**config.mk**
```make
export PLATFORM = sky130hd
export DESIGN_NAME = radix_to_ascii_converter_top
export DESIGN_NICKNAME = d
export VERILOG_FILES = /design/src/rtl/core/r2a_pkg.sv /design/src/rtl/core/radix_to_ascii_converter_top.sv /design/src/rtl/core/r2a_ram.sv /design/src/rtl/core/r2a_fifo.sv /design/src/rtl/core/r2a_front.sv /design/src/rtl/core/r2a_back.sv
export SDC_FILE = /design/constraint.sdc
export NUM_CORES = 1
export LEC_CHECK = 0
export BUFFER_PORTS_ARGS = -buffer_cell sky130_fd_sc_hd__buf_2
export CORE_ASPECT_RATIO = 1.1
export CORE_MARGIN = 2
export CORE_UTILIZATION = 45
export DETAILED_ROUTE_END_ITERATION = 16
export PLACE_DENSITY = 0.59
export SLEW_MARGIN = 10
export SYNTH_ARGS = -nofsm -noshare
export SYNTH_HDL_FRONTEND = slang
export SYNTH_SLANG_ARGS = --single-unit
```
**constraint.sdc**
```tcl
create_clock -name clk -period 23.1 [get_ports clk]
set_input_delay 0 -clock clk [delete_from_list [all_inputs] [get_ports clk]]
set_output_delay 0 -clock clk [all_outputs]
set_load 0.1 [all_outputs]
```
**src/rtl/core/r2a_pkg.sv**
```systemverilog
// Shared constants, types and helper functions for the radix-to-ASCII converter.
package r2a_pkg;

    localparam int VALUE_BITS_DEF = 31;
    localparam int DIGIT_W        = 6;
    localparam int CHAR_W         = 7;
    localparam int DIV_STEP       = 8;
    localparam int FIFO_DEPTH     = 2;
    localparam int PADDR_W        = 3;
    localparam int PDATA_W        = 32;

    localparam logic [DIGIT_W-1:0] RADIX_MIN   = 6'd2;
    localparam logic [DIGIT_W-1:0] RADIX_MAX   = 6'd36;
    localparam logic [DIGIT_W-1:0] RADIX_RESET = 6'd10;
    localparam logic [DIGIT_W-1:0] DEC_LIMIT   = 6'd10;

    localparam logic [CHAR_W-1:0] ASCII_ZERO = 7'h30;
    localparam logic [CHAR_W-1:0] ASCII_A    = 7'h41;
    localparam logic [CHAR_W-1:0] DEC_OFFSET = 7'd10;

    // register index, taken from paddr[2]
    localparam logic REG_RADIX = 1'b0;

    typedef struct packed {
        logic empty;
        logic full;
    } q_stat_t;

    function automatic logic [DIGIT_W-1:0] clamp_radix(input logic [DIGIT_W-1:0] r);
        logic [DIGIT_W-1:0] res;
        res = r;
        if (r < RADIX_MIN)
        begin
            res = RADIX_MIN;
        end
        else if (r > RADIX_MAX)
        begin
            res = RADIX_MAX;
        end
        return res;
    endfunction

    function automatic logic [CHAR_W-1:0] digit_char(input logic [DIGIT_W-1:0] d);
        logic [CHAR_W-1:0] res;
        if (d >= DEC_LIMIT)
        begin
            res = ASCII_A + {1'b0, d} - DEC_OFFSET;
        end
        else
        begin
            res = ASCII_ZERO + {1'b0, d};
        end
        return res;
    endfunction

endpackage

```
**src/rtl/core/radix_to_ascii_converter_top.sv**
```systemverilog
// Top level of the radix-to-ASCII converter: APB register, front, queue, back and digit RAM.
//
//  channel | signals                                  | dir | word
//  value   | value, value_valid, value_stall          | in  | one integer
//  char    | character, final_res, char_valid/stall   | out | one ASCII digit
//  apb     | psel, penable, pwrite, paddr, pwdata ... | in  | radix register
//
// In the back part the divider retires 8 quotient bits per cycle, and each digit
// is emitted through a read state and a load state, since the RAM read is registered.
// No clearing pass after reset.
// The front takes a new word while the queue has room; a stalled output holds
// the back part in its emit step.
module radix_to_ascii_converter_top #(
    parameter int VALUE_BITS = r2a_pkg::VALUE_BITS_DEF
) (
    input  logic                          clk,
    input  logic                          rst_n,
    input  logic [VALUE_BITS-1:0]         value,
    input  logic                          value_valid,
    output logic                          value_stall,
    output logic [r2a_pkg::CHAR_W-1:0]    character,
    output logic                          final_res,
    output logic                          char_valid,
    input  logic                          char_stall,
    input  logic                          psel,
    input  logic                          penable,
    input  logic                          pwrite,
    input  logic [r2a_pkg::PADDR_W-1:0]   paddr,
    input  logic [r2a_pkg::PDATA_W-1:0]   pwdata,
    output logic [r2a_pkg::PDATA_W-1:0]   prdata,
    output logic                          pready
);
    import r2a_pkg::*;

    localparam int QW = VALUE_BITS + DIGIT_W;
    localparam int AW = $clog2(VALUE_BITS);

    logic [DIGIT_W-1:0]    radix_reg;
    logic                  cfg_wr;

    q_stat_t               q_stat;
    logic                  q_push, q_pop;
    logic [VALUE_BITS-1:0] front_value, q_value;
    logic [DIGIT_W-1:0]    front_base, q_base;

    logic                  ram_we, ram_re;
    logic [AW-1:0]         ram_waddr, ram_raddr;
    logic [DIGIT_W-1:0]    ram_wdata, ram_rdata;

    assign pready = 1'b1;
    assign cfg_wr = psel && penable && pwrite && (paddr[2] == REG_RADIX);
    assign prdata = (paddr[2] == REG_RADIX) ? PDATA_W'(radix_reg) : '0;

    always_ff @(posedge clk or negedge rst_n)
    begin
        if (!rst_n)
        begin
            radix_reg <= RADIX_RESET;
        end
        else if (cfg_wr)
        begin
            radix_reg <= pwdata[DIGIT_W-1:0];
        end
    end

    r2a_front #(
        .VALUE_BITS (VALUE_BITS)
    ) u_front (
        .clk         (clk),
        .rst_n       (rst_n),
        .value       (value),
        .value_valid (value_valid),
        .value_stall (value_stall),
        .radix       (radix_reg),
        .q_stat      (q_stat),
        .push        (q_push),
        .push_value  (front_value),
        .push_base   (front_base)
    );

    r2a_fifo #(
        .WIDTH (QW),
        .DEPTH (FIFO_DEPTH)
    ) u_fifo (
        .clk   (clk),
        .rst_n (rst_n),
        .push  (q_push),
        .wdata ({front_value, front_base}),
        .pop   (q_pop),
        .rdata ({q_value, q_base}),
        .stat  (q_stat)
    );

    r2a_ram #(
        .WIDTH (DIGIT_W),
        .DEPTH (VALUE_BITS)
    ) u_digit_ram (
        .clk   (clk),
        .we    (ram_we),
        .waddr (ram_waddr),
        .wdata (ram_wdata),
        .re    (ram_re),
        .raddr (ram_raddr),
        .rdata (ram_rdata)
    );

    r2a_back #(
        .VALUE_BITS (VALUE_BITS)
    ) u_back (
        .clk        (clk),
        .rst_n      (rst_n),
        .q_stat     (q_stat),
        .pop_value  (q_value),
        .pop_base   (q_base),
        .pop        (q_pop),
        .ram_we     (ram_we),
        .ram_waddr  (ram_waddr),
        .ram_wdata  (ram_wdata),
        .ram_re     (ram_re),
        .ram_raddr  (ram_raddr),
        .ram_rdata  (ram_rdata),
        .character  (character),
        .final_res  (final_res),
        .char_valid (char_valid),
        .char_stall (char_stall)
    );

`ifndef SYNTH
    ast_push_room: assert property (@(posedge clk) disable iff (!rst_n)
        q_push |-> !q_stat.full)
        else $error("queue push while full");

    ast_pop_data: assert property (@(posedge clk) disable iff (!rst_n)
        q_pop |-> !q_stat.empty)
        else $error("queue pop while empty");

    ast_ram_phase: assert property (@(posedge clk) disable iff (!rst_n)
        ram_we |-> !ram_re)
        else $error("digit RAM written and read in the same cycle");

    ast_char_code: assert property (@(posedge clk) disable iff (!rst_n)
        char_valid |-> ((character >= 7'd48 && character <= 7'd57) ||
                        (character >= 7'd65 && character <= 7'd90)))
        else $error("output word is not a digit character");
`endif

endmodule

```
**src/rtl/core/r2a_ram.sv**
```systemverilog
// Generic single-port-write, single-port-read RAM with registered read data.
module r2a_ram #(
    parameter int WIDTH = 6,
    parameter int DEPTH = 31
) (
    input  logic                     clk,
    input  logic                     we,
    input  logic [$clog2(DEPTH)-1:0] waddr,
    input  logic [WIDTH-1:0]         wdata,
    input  logic                     re,
    input  logic [$clog2(DEPTH)-1:0] raddr,
    output logic [WIDTH-1:0]         rdata
);

    logic [WIDTH-1:0] mem [DEPTH];
    logic [WIDTH-1:0] rdata_reg;

    always_ff @(posedge clk)
    begin
        if (we)
        begin
            mem[waddr] <= wdata;
        end
        if (re)
        begin
            rdata_reg <= mem[raddr];
        end
    end

    assign rdata = rdata_reg;

endmodule

```
**src/rtl/core/r2a_fifo.sv**
```systemverilog
// Small register queue between the front and back parts.
module r2a_fifo #(
    parameter int WIDTH = 37,
    parameter int DEPTH = r2a_pkg::FIFO_DEPTH
) (
    input  logic             clk,
    input  logic             rst_n,
    input  logic             push,
    input  logic [WIDTH-1:0] wdata,
    input  logic             pop,
    output logic [WIDTH-1:0] rdata,
    output r2a_pkg::q_stat_t stat
);
    import r2a_pkg::*;

    localparam int PW = (DEPTH > 1) ? $clog2(DEPTH) : 1;
    localparam int CW = $clog2(DEPTH + 1);

    logic [WIDTH-1:0] entry_reg [DEPTH];
    logic [PW-1:0]    wr_ptr_reg, wr_ptr_next;
    logic [PW-1:0]    rd_ptr_reg, rd_ptr_next;
    logic [CW-1:0]    cnt_reg, cnt_next;

    always_comb
    begin
        wr_ptr_next = wr_ptr_reg;
        rd_ptr_next = rd_ptr_reg;
        cnt_next    = cnt_reg;
        if (push)
        begin
            wr_ptr_next = (wr_ptr_reg == PW'(DEPTH - 1)) ? '0 : wr_ptr_reg + 1'b1;
        end
        if (pop)
        begin
            rd_ptr_next = (rd_ptr_reg == PW'(DEPTH - 1)) ? '0 : rd_ptr_reg + 1'b1;
        end
        if (push && !pop)
        begin
            cnt_next = cnt_reg + 1'b1;
        end
        else if (pop && !push)
        begin
            cnt_next = cnt_reg - 1'b1;
        end
    end

    always_ff @(posedge clk or negedge rst_n)
    begin
        if (!rst_n)
        begin
            wr_ptr_reg <= '0;
            rd_ptr_reg <= '0;
            cnt_reg    <= '0;
        end
        else
        begin
            wr_ptr_reg <= wr_ptr_next;
            rd_ptr_reg <= rd_ptr_next;
            cnt_reg    <= cnt_next;
        end
    end

    always_ff @(posedge clk)
    begin
        if (push)
        begin
            entry_reg[wr_ptr_reg] <= wdata;
        end
    end

    assign rdata      = entry_reg[rd_ptr_reg];
    assign stat.empty = (cnt_reg == '0);
    assign stat.full  = (cnt_reg == CW'(DEPTH));

endmodule

```
**src/rtl/core/r2a_front.sv**
```systemverilog
// Input stage: takes a word, clamps the radix and hands both to the queue.
module r2a_front #(
    parameter int VALUE_BITS = r2a_pkg::VALUE_BITS_DEF
) (
    input  logic                          clk,
    input  logic                          rst_n,
    input  logic [VALUE_BITS-1:0]         value,
    input  logic                          value_valid,
    output logic                          value_stall,
    input  logic [r2a_pkg::DIGIT_W-1:0]   radix,
    input  r2a_pkg::q_stat_t              q_stat,
    output logic                          push,
    output logic [VALUE_BITS-1:0]         push_value,
    output logic [r2a_pkg::DIGIT_W-1:0]   push_base
);
    import r2a_pkg::*;

    logic                  valid_reg, valid_next;
    logic [VALUE_BITS-1:0] value_reg;
    logic [DIGIT_W-1:0]    base_reg;
    logic                  accept;

    assign push        = valid_reg && !q_stat.full;
    assign value_stall = valid_reg && q_stat.full;
    assign accept      = value_valid && !value_stall;
    assign valid_next  = accept || (valid_reg && !push);

    always_ff @(posedge clk or negedge rst_n)
    begin
        if (!rst_n)
        begin
            valid_reg <= 1'b0;
        end
        else
        begin
            valid_reg <= valid_next;
        end
    end

    always_ff @(posedge clk)
    begin
        if (accept)
        begin
            value_reg <= value;
            base_reg  <= clamp_radix(radix);
        end
    end

    assign push_value = value_reg;
    assign push_base  = base_reg;

endmodule

```
**src/rtl/core/r2a_back.sv**
```systemverilog
// Conversion engine: digit-by-digit division into the digit RAM, then emission MSD first.
module r2a_back #(
    parameter int VALUE_BITS = r2a_pkg::VALUE_BITS_DEF
) (
    input  logic                              clk,
    input  logic                              rst_n,
    input  r2a_pkg::q_stat_t                  q_stat,
    input  logic [VALUE_BITS-1:0]             pop_value,
    input  logic [r2a_pkg::DIGIT_W-1:0]       pop_base,
    output logic                              pop,
    output logic                              ram_we,
    output logic [$clog2(VALUE_BITS)-1:0]     ram_waddr,
    output logic [r2a_pkg::DIGIT_W-1:0]       ram_wdata,
    output logic                              ram_re,
    output logic [$clog2(VALUE_BITS)-1:0]     ram_raddr,
    input  logic [r2a_pkg::DIGIT_W-1:0]       ram_rdata,
    output logic [r2a_pkg::CHAR_W-1:0]        character,
    output logic                              final_res,
    output logic                              char_valid,
    input  logic                              char_stall
);
    import r2a_pkg::*;

    localparam int CYC   = (VALUE_BITS + DIV_STEP - 1) / DIV_STEP;
    localparam int PAD_W = CYC * DIV_STEP;
    localparam int CYC_W = (CYC > 1) ? $clog2(CYC) : 1;
    localparam int CNT_W = $clog2(VALUE_BITS + 1);
    localparam int AW    = $clog2(VALUE_BITS);

    localparam logic [1:0] ST_IDLE = 2'd0;
    localparam logic [1:0] ST_DIV  = 2'd1;
    localparam logic [1:0] ST_RD   = 2'd2;
    localparam logic [1:0] ST_LD   = 2'd3;

    logic [1:0]         state_reg, state_next;
    logic [PAD_W-1:0]   work_reg, work_next;
    logic [DIGIT_W-1:0] rem_reg, rem_next;
    logic [DIGIT_W-1:0] base_reg, base_next;
    logic [CYC_W-1:0]   step_reg, step_next;
    logic [CNT_W-1:0]   count_reg, count_next;
    logic [AW-1:0]      rd_idx_reg, rd_idx_next;
    logic               out_valid_reg, out_valid_next;
    logic [CHAR_W-1:0]  char_reg, char_next;
    logic               final_reg, final_next;

    logic [DIGIT_W-1:0] div_rem;
    logic [PAD_W-1:0]   div_work;

    // DIV_STEP restoring-division steps per cycle on a narrow remainder
    always_comb
    begin
        logic [DIGIT_W:0]   t;
        logic [DIGIT_W-1:0] r;
        logic [PAD_W-1:0]   w;
        r = rem_reg;
        w = work_reg;
        for (int i = 0; i < DIV_STEP; i++)
        begin
            t = {r, w[PAD_W-1]};
            w = {w[PAD_W-2:0], 1'b0};
            if (t >= {1'b0, base_reg})
            begin
                r    = DIGIT_W'(t - {1'b0, base_reg});
                w[0] = 1'b1;
            end
            else
            begin
                r = t[DIGIT_W-1:0];
            end
        end
        div_rem  = r;
        div_work = w;
    end

    always_comb
    begin
        logic out_free;
        state_next     = state_reg;
        work_next      = work_reg;
        rem_next       = rem_reg;
        base_next      = base_reg;
        step_next      = step_reg;
        count_next     = count_reg;
        rd_idx_next    = rd_idx_reg;
        char_next      = char_reg;
        final_next     = final_reg;
        out_valid_next = out_valid_reg && char_stall;
        out_free       = !out_valid_reg || !char_stall;
        pop            = 1'b0;
        ram_we         = 1'b0;
        ram_waddr      = count_reg[AW-1:0];
        ram_wdata      = div_rem;
        ram_re         = 1'b0;
        ram_raddr      = rd_idx_reg;

        unique case (state_reg)
            ST_IDLE:
            begin
                if (!q_stat.empty)
                begin
                    pop        = 1'b1;
                    work_next  = PAD_W'(pop_value);
                    base_next  = pop_base;
                    rem_next   = '0;
                    step_next  = '0;
                    count_next = '0;
                    state_next = ST_DIV;
                end
            end
            ST_DIV:
            begin
                work_next = div_work;
                rem_next  = div_rem;
                step_next = step_reg + 1'b1;
                if (step_reg == CYC_W'(CYC - 1))
                begin
                    // one digit done; a zero quotient ends the number
                    ram_we     = 1'b1;
                    count_next = count_reg + 1'b1;
                    rem_next   = '0;
                    step_next  = '0;
                    if (div_work == '0)
                    begin
                        rd_idx_next = count_reg[AW-1:0];
                        state_next  = ST_RD;
                    end
                end
            end
            ST_RD:
            begin
                ram_re     = 1'b1;
                state_next = ST_LD;
            end
            ST_LD:
            begin
                if (out_free)
                begin
                    out_valid_next = 1'b1;
                    char_next      = digit_char(ram_rdata);
                    final_next     = (rd_idx_reg == '0);
                    if (rd_idx_reg == '0)
                    begin
                        state_next = ST_IDLE;
                    end
                    else
                    begin
                        rd_idx_next = rd_idx_reg - 1'b1;
                        state_next  = ST_RD;
                    end
                end
            end
            default:
            begin
                state_next = ST_IDLE;
            end
        endcase
    end

    always_ff @(posedge clk or negedge rst_n)
    begin
        if (!rst_n)
        begin
            state_reg     <= ST_IDLE;
            work_reg      <= '0;
            count_reg     <= '0;
            step_reg      <= '0;
            out_valid_reg <= 1'b0;
        end
        else
        begin
            state_reg     <= state_next;
            work_reg      <= work_next;
            count_reg     <= count_next;
            step_reg      <= step_next;
            out_valid_reg <= out_valid_next;
        end
    end

    always_ff @(posedge clk)
    begin
        rem_reg    <= rem_next;
        base_reg   <= base_next;
        rd_idx_reg <= rd_idx_next;
        char_reg   <= char_next;
        final_reg  <= final_next;
    end

    assign character  = char_reg;
    assign final_res  = final_reg;
    assign char_valid = out_valid_reg;

endmodule
```
**Word level (Yosys, flattened, before mapping)**

Memory sizes are Yosys's and may differ from the RTL's. A register that Yosys moved wholly into a read port is not among the register bits.
Index checks and enable logic that the tools add are counted.

- Register bits: 115
- RAM bits: 260
- Bits of input ports: 73
- Output and inout bits: 43
- Word-level logic and storage cells: 149
- Memories kept: 2

Memories:

| name | words | bits a word | read ports | clocked after memory_dff | wr ports | RTL line | text |
|---|---|---|---|---|---|---|---|
| u_digit_ram.mem | 31 | 6 | 1 | 1 | 1 | r2a_ram.sv:15 | `logic [WIDTH-1:0] mem [DEPTH];` |
| u_fifo.entry_reg | 2 | 37 | 1 | 0 | 1 | r2a_fifo.sv:19 | `logic [WIDTH-1:0] entry_reg [DEPTH];` |

- Add/sub/neg operators: 18
- Magnitude comparators: 11
- Eq/ne operators: 10
- Mux-type cells: 56
- Bitwise operators: 2
- Reduce and logical (&&, ||, !) cells: 32

Operator list:

| operator | count |
|---|---|
| 6-bit 2-to-1 mux | 12 |
| 32-bit case mux with 2 select lines | 1 |
| 7-bit by 6-bit greater-or-equal comparator with 1-bit output | 8 |
| 6-bit subtractor | 8 |
| 32-bit logical NOT | 1 |
| 32-bit 2-to-1 mux | 1 |
| 5-bit 2-to-1 mux | 6 |
| 1-bit 2-to-1 mux | 21 |
| 5-bit case mux with 2 select lines | 2 |
| 2-bit 2-to-1 mux | 9 |
| 6-bit case mux with 2 select lines | 1 |
| 1-bit logical AND | 10 |
| 2-bit equality test, second input constant | 4 |
| 2-bit case mux with 4 select lines | 1 |
| 6-bit by 6-bit adder with 7-bit output, first input constant | 1 |
| 7-bit by 6-bit adder with 7-bit output, first input constant | 1 |
| 7-bit 2-to-1 mux | 1 |
| 7-bit by 4-bit subtractor with 7-bit output, second input constant | 1 |
| 6-bit by 4-bit greater-or-equal comparator with 1-bit output, second input constant | 1 |
| 6-bit > comparator, second input constant | 1 |
| 1-bit logical NOT | 6 |
| 6-bit by 2-bit < comparator with 1-bit output, second input constant | 1 |
| 2-bit by 1-bit inequality test with 1-bit output, second input constant | 3 |
| 2-bit AND reduction | 3 |
| 17 further kinds | 25 |

**Depth between registers and ports, before layout**

- Depth in word-level cells: 20
- Gate-level depth with buffers: 81
- Depth with buffers taken out: 74

**By module**

Synthesis repeated with hierarchy kept, for this count alone.

- Cells, all modules: 1266
- Area, all modules: 18266.3 um2

Modules (own cells, without submodules):

| module | times used | cells each | area an instance (um2) | seq. area each (um2) |
|---|---|---|---|---|
| r2a_ram | 1 | 387 | 7602.3 | 5765.5 |
| r2a_back | 1 | 647 | 5977.0 | 1801.7 |
| r2a_fifo | 1 | 131 | 2939.1 | 2322.2 |
| r2a_front | 1 | 53 | 1241.2 | 1136.1 |
| radix_to_ascii_converter_top | 1 | 48 | 506.7 | 152.6 |

**Worst setup path after synthesis**

OpenSTA, ideal clock, no wires.

- Path type: register to register
- Start: register u_back.base_reg[1]
- End: memory u_digit_ram.mem[0][0] (data pin)
- Setup time: 0.379 ns
- Data arrival time: 16.804 ns
- Required time: 22.721 ns
- Slack: 5.916 ns
- Stages on the path, launching flop included: 78
- Buffers on the path: 6
- Clock period less this slack: 17.184 ns
- Cells stage by stage: edfxtp_1 inv_1 ha_1 a21o_1 a31oi_4 o21ai_1 o21ai_0 inv_1 ha_1 nor2b_1 o31a_1 or2_1 a31o_1 nor2_1 a21oi_1 inv_1 ha_1 nor2b_1 [42 not listed] o21ai_0 nand2b_1 a21o_1 a21o_1 a211oi_1 o41a_1 buf_2 a21bo_2 a21boi_1 ha_1 a21o_1 a21o_1 a21o_1 a21o_1 a211oi_1 o211a_1 buf_6 mux2i_1

- Longest elaborated chain between the ends: 16
- Elaborated cells between the ends (all ways): 23
- Classes of those cells: add/sub (7); order compare (8); mux (8)

RTL lines:

| element | RTL line | text |
|---|---|---|
| from (decl) | r2a_back.sv:38 | `logic [DIGIT_W-1:0] base_reg, base_next;` |
| from (signal assigned) | r2a_back.sv:182 | `base_reg <= base_next;` |
| 6-bit subtractor or 7-bit by 6-bit greater-or-equal comparator with 1-bit output (tied branches) | r2a_back.sv:63, r2a_back.sv:61 |  |
| 6-bit 2-to-1 mux | r2a_back.sv:61 | `if (t >= {1'b0, base_reg})` |
| 6-bit subtractor or 7-bit by 6-bit greater-or-equal comparator with 1-bit output (tied branches) | r2a_back.sv:63, r2a_back.sv:61 |  |
| 6-bit 2-to-1 mux | r2a_back.sv:61 |  |
| 6-bit subtractor or 7-bit by 6-bit greater-or-equal comparator with 1-bit output (tied branches) | r2a_back.sv:63, r2a_back.sv:61 |  |
| 6-bit 2-to-1 mux | r2a_back.sv:61 |  |
| 6-bit subtractor or 7-bit by 6-bit greater-or-equal comparator with 1-bit output (tied branches) | r2a_back.sv:63, r2a_back.sv:61 |  |
| 6-bit 2-to-1 mux | r2a_back.sv:61 |  |
| 6-bit subtractor or 7-bit by 6-bit greater-or-equal comparator with 1-bit output (tied branches) | r2a_back.sv:63, r2a_back.sv:61 |  |
| 6-bit 2-to-1 mux | r2a_back.sv:61 |  |
| 7-bit by 6-bit greater-or-equal comparator with 1-bit output or 6-bit subtractor (tied branches) | r2a_back.sv:61, r2a_back.sv:63 |  |
| 6-bit 2-to-1 mux | r2a_back.sv:61 |  |
| 6-bit subtractor or 7-bit by 6-bit greater-or-equal comparator with 1-bit output (tied branches) | r2a_back.sv:63, r2a_back.sv:61 |  |
| 6-bit 2-to-1 mux | r2a_back.sv:61 |  |
| 7-bit by 6-bit greater-or-equal comparator with 1-bit output * | r2a_back.sv:61 |  |
| 6-bit 2-to-1 mux * | r2a_back.sv:61 |  |
| named net ram_wdata[0] | radix_to_ascii_converter_top.sv:48 | `logic [DIGIT_W-1:0] ram_wdata, ram_rdata;` |
| to (decl) | r2a_ram.sv:15 |  |

The timed path passes the listed nets; every way through them passes the cells marked *.

**Worst setup path in the final report**

- Start: register u_back.base_reg[1]
- End: memory u_digit_ram.mem[1][0] (data pin)

The elaborated chain is that of the path after synthesis.

==> results.cfg <==
[cells_and_area]
num_antenna_cells = 0
fill_cells = 3296
fin_cells = 1931
syn_to_final_growth_pct = 13.4
largest_reg_flops = 186
drive_gt1_share_pct = 18.0
finalNetCount = 1525

[clock_network]
cts.sinks = 381
cts_resized = 0
cts_buffers = 41
clk_path_buf_depth = 3
clock_latency_ns = 0.55
cts_tree = yes
path_clk_slew_ns = 0.06
htreeDepth = 2
clock-root-buffer = clkbuf_16

[synth]
ys.flop_type = edfxtp_1
synthMuxAreaShare_pct = 11.7
synth-edff-count = 328
synth-compound-area-share_pct = 8.12
synthAdderAreaFrac_pct = 4.96
ys_warn_count = 0
ys_async_sr_fraction_pct = 13.9
yosys.area_share.simple_pct = 8.32
synth_xor_area_share_pct = 1.69
post-synth-top-area-fraction_pct = 54.3
ys_types = 84
syn_inst = 1287
synth_top_family_by_area = multiplexers
seq_area_frac_synth_pct = 61.7
synth-seq-cells = 381
syn_area_mm2 = 0.0181
synth_top_area_cell = edfxtp_1
synth_area_leaders = edfxtp_1 (54%), dfrtp_1 (7.0%), mux4_2 (6.7%), ha_1 (4.1%), mux2i_1 (3.1%)
avgSynthCellArea_um2 = 14.1

[critical_path]
cpMostUsedCell = ha_1
crit-reg2reg-launch = u_back.base_reg[1]
critical-path-top-delay-family = compound AO/OA/AOI/OAI gates
crit_type = reg2reg
path_buf_inv = 7
crit_path_end_kind = flip-flop
slowest_delay_ns = 0.72
cp-start-kind = flip-flop
cp.required_ns = 23.42
critical_path.max_fanout = 31
startpoint = u_back.base_reg[1]
cp_slowest_cell = edfxtp_1
worstPathArrival_ns = 20.22

[sta]
post-route-period-util_pct = 86.1
min_period_ns = 19.90
slew_violations = 0
setup_violations = 0
tns_ns = 0
hold_viol = 0
slew_headroom_pct = 23.9
rsz0062_at_grt = false
finClkSkew_ns = 0.0246
fmax_ghz = 0.0503
worstMarginPinSlew_ns = 1.14

[hold_path]
hp-start = pwrite
hold_class = in2reg

[floorplanning]
coreArea_mm2 = 0.0400
dieArea_mm2 = 0.0419
pin_count = 116
row_count = 77
die_w_um = 195
start_util_pct = 45.3
die_h_um = 215

[placed_design]
placed_cells = 1815
dp_hpwl_um = 24600
place_congestion = 0.809
port_buffers = 60

[grt]
grt_pass1_vias = 10600
grt_overflow = 0
grt_usage_pct = 18.0
grt_use_met1_pct = 25.5
grt_max_degree = 65
grt_pass1_wl_um = 58800
grtUsageMet3_pct = 2.33
grt_use_met2_pct = 29.3
antenna_found_initial = 1
grt.busiest_layer = met2

[route]
route.detailed.drc = 0
antenna_left = 0
drt_iter0_markers = 636
post_drt_wl_per_cell_um = 19.2
routed_wl_um = 37100
viasPerCell = 5.44
num_vias = 10500
drtPass1Iterations = 5

[power_and_ir_drop]
p_leak_uw = 0.00771
p_per_area_mw_per_mm2 = 76.9
irDropWorstVdd_mv = 0.0648

[job]
cap_viol_max_count = 0

[run_status]
status = completed
-- repair_timing --
| action | CTS | global route |
|---|---|---|
| hold buffers | 40 | 0 |
| buffers inserted | 0 | 0 |
| setup endpoints to repair | 0 | 0 |
| hold endpoints to repair | 103 | 0 |
-- metrics by stage --
step | setup slack (ns) | cell area (um2) | util (%) | power (uW) | hold slack, ns
floorplan | 5.92 | 18200 | - | 929 | -0.296
global placement | 3.64 | 18800 | 47.1 | 955 | 0.176
detailed placement | 3.43 | 18800 | 47.1 | 958 | 0.178
CTS | 3.28 | 20600 | 51.4 | 1600 | 0.00173
global route | 1.80 | 20600 | 51.4 | 1640 | 0.0407
finish | 3.20 | 20600 | 51.4 | 1580 | 0.0201
-- path summary, 6_finish.rpt --
kind	end	slack (ns)	cells after the start
worst min-delay path	radix_reg[4]	0.02	3
min in group asynchronous	radix_reg[4]	0.12	3
worst min register to register	u_fifo.entry_reg[1][20]	0.44	0
worst max register to register	u_digit_ram.mem[1][0]	3.20	73
max in group asynchronous	u_fifo.rd_ptr_reg	22.43	3
worst max-delay path	u_digit_ram.mem[1][0]	3.20	73
-- Yosys cell counts (7+ instances only) --
master / instances
and3_1: 9
mux2i_1: 56
nand2b_1: 10
dfrtp_1: 51
mux2_2: 29
o21ai_0: 66
a21o_1: 15
clkbuf_1: 38
edfxtp_1: 328
nand4_1: 10
nor3_1: 13
o211ai_1: 7
o21a_1: 13
nor4_1: 11
buf_4: 29
ha_1: 59
fa_1: 8
a31oi_1: 7
nand2_1: 84
inv_1: 49
a21oi_1: 60
nand3_1: 9
buf_1: 9
xnor2_1: 16
nor2_1: 95
xor2_1: 19
nor2b_1: 21
or3_1: 8
mux4_2: 54
-- layout by cell type (no fill, tap or decap), types with 6 or more instances in the layout --
master and instances:
edfxtp_1 328, nor2_1 94, nand2_1 84, o21ai_0 66
a21oi_1 60, buf_2 60, ha_1 59, mux2i_1 54
mux4_2 54, dfrtp_1 50, inv_1 49, clkbuf_16 43
dlygate4sd3_1 40, mux2_2 29, conb_1 27, nor2b_1 20
xor2_1 19, xnor2_1 16, a21o_1 15, nor3_1 13
o21a_1 13, buf_4 12, nor4_1 11, clkinv_2 11
nand4_1 10, nand2b_1 10, nand3_1 9, and3_1 9
or3_1 8, fa_1 8, clkbuf_1 8, o211ai_1 7
a31oi_1 7, o21ai_1 6, o31a_1 6
-- cell type report --
class	instances	area, um2	area share [%]
timing repair buffer	112	791	3.84
clock buffer	55	1160	5.65
sequential	381	11200	54.4
multi-input combinational	800	6440	31.3
clock inverter	21	169	0.821
inverter	49	184	0.894
tap	513	642	3.12
-- kinds of logic (layout without fill, tap and decap cells) --
| kind of cell | Yosys count | count (layout) |
|---|---|---|
| compound gates | 225 | 225 |
| xor+xnor | 35 | 35 |
| fa+ha+maj | 67 | 67 |
| buf+inv | 131 | 237 |
| flops | 381 | 381 |
| mux | 141 | 141 |
| other cells | 2 | 27 |
| simple gates | 305 | 305 |
-- routing by layer --
metal,up-vias,wire length [um]
li1,5024,-
met1,5182,17100
met2,236,17900
met3,57,1390
met4,0,733
met5,-,0
-- power by group --
group / switching [uW] / internal [uW]
Combinational: 82.0 / 28.7
Clock: 265 / 369
Sequential: 20.3 / 815
Total: 368 / 1210
-- worst reg2reg max path, delay by kind of cell, from the launching register on --
family | cells | cell delay, ns
DFF | 1 | 0.72
buffers and inverters | 7 | 1.44
AOI/OAI and AO/OA | 38 | 10.26
and+or+nand+nor | 18 | 4.14
adders and majority gates | 8 | 2.50
muxes | 2 | 0.59
Power figures use the tool's default switching activity.
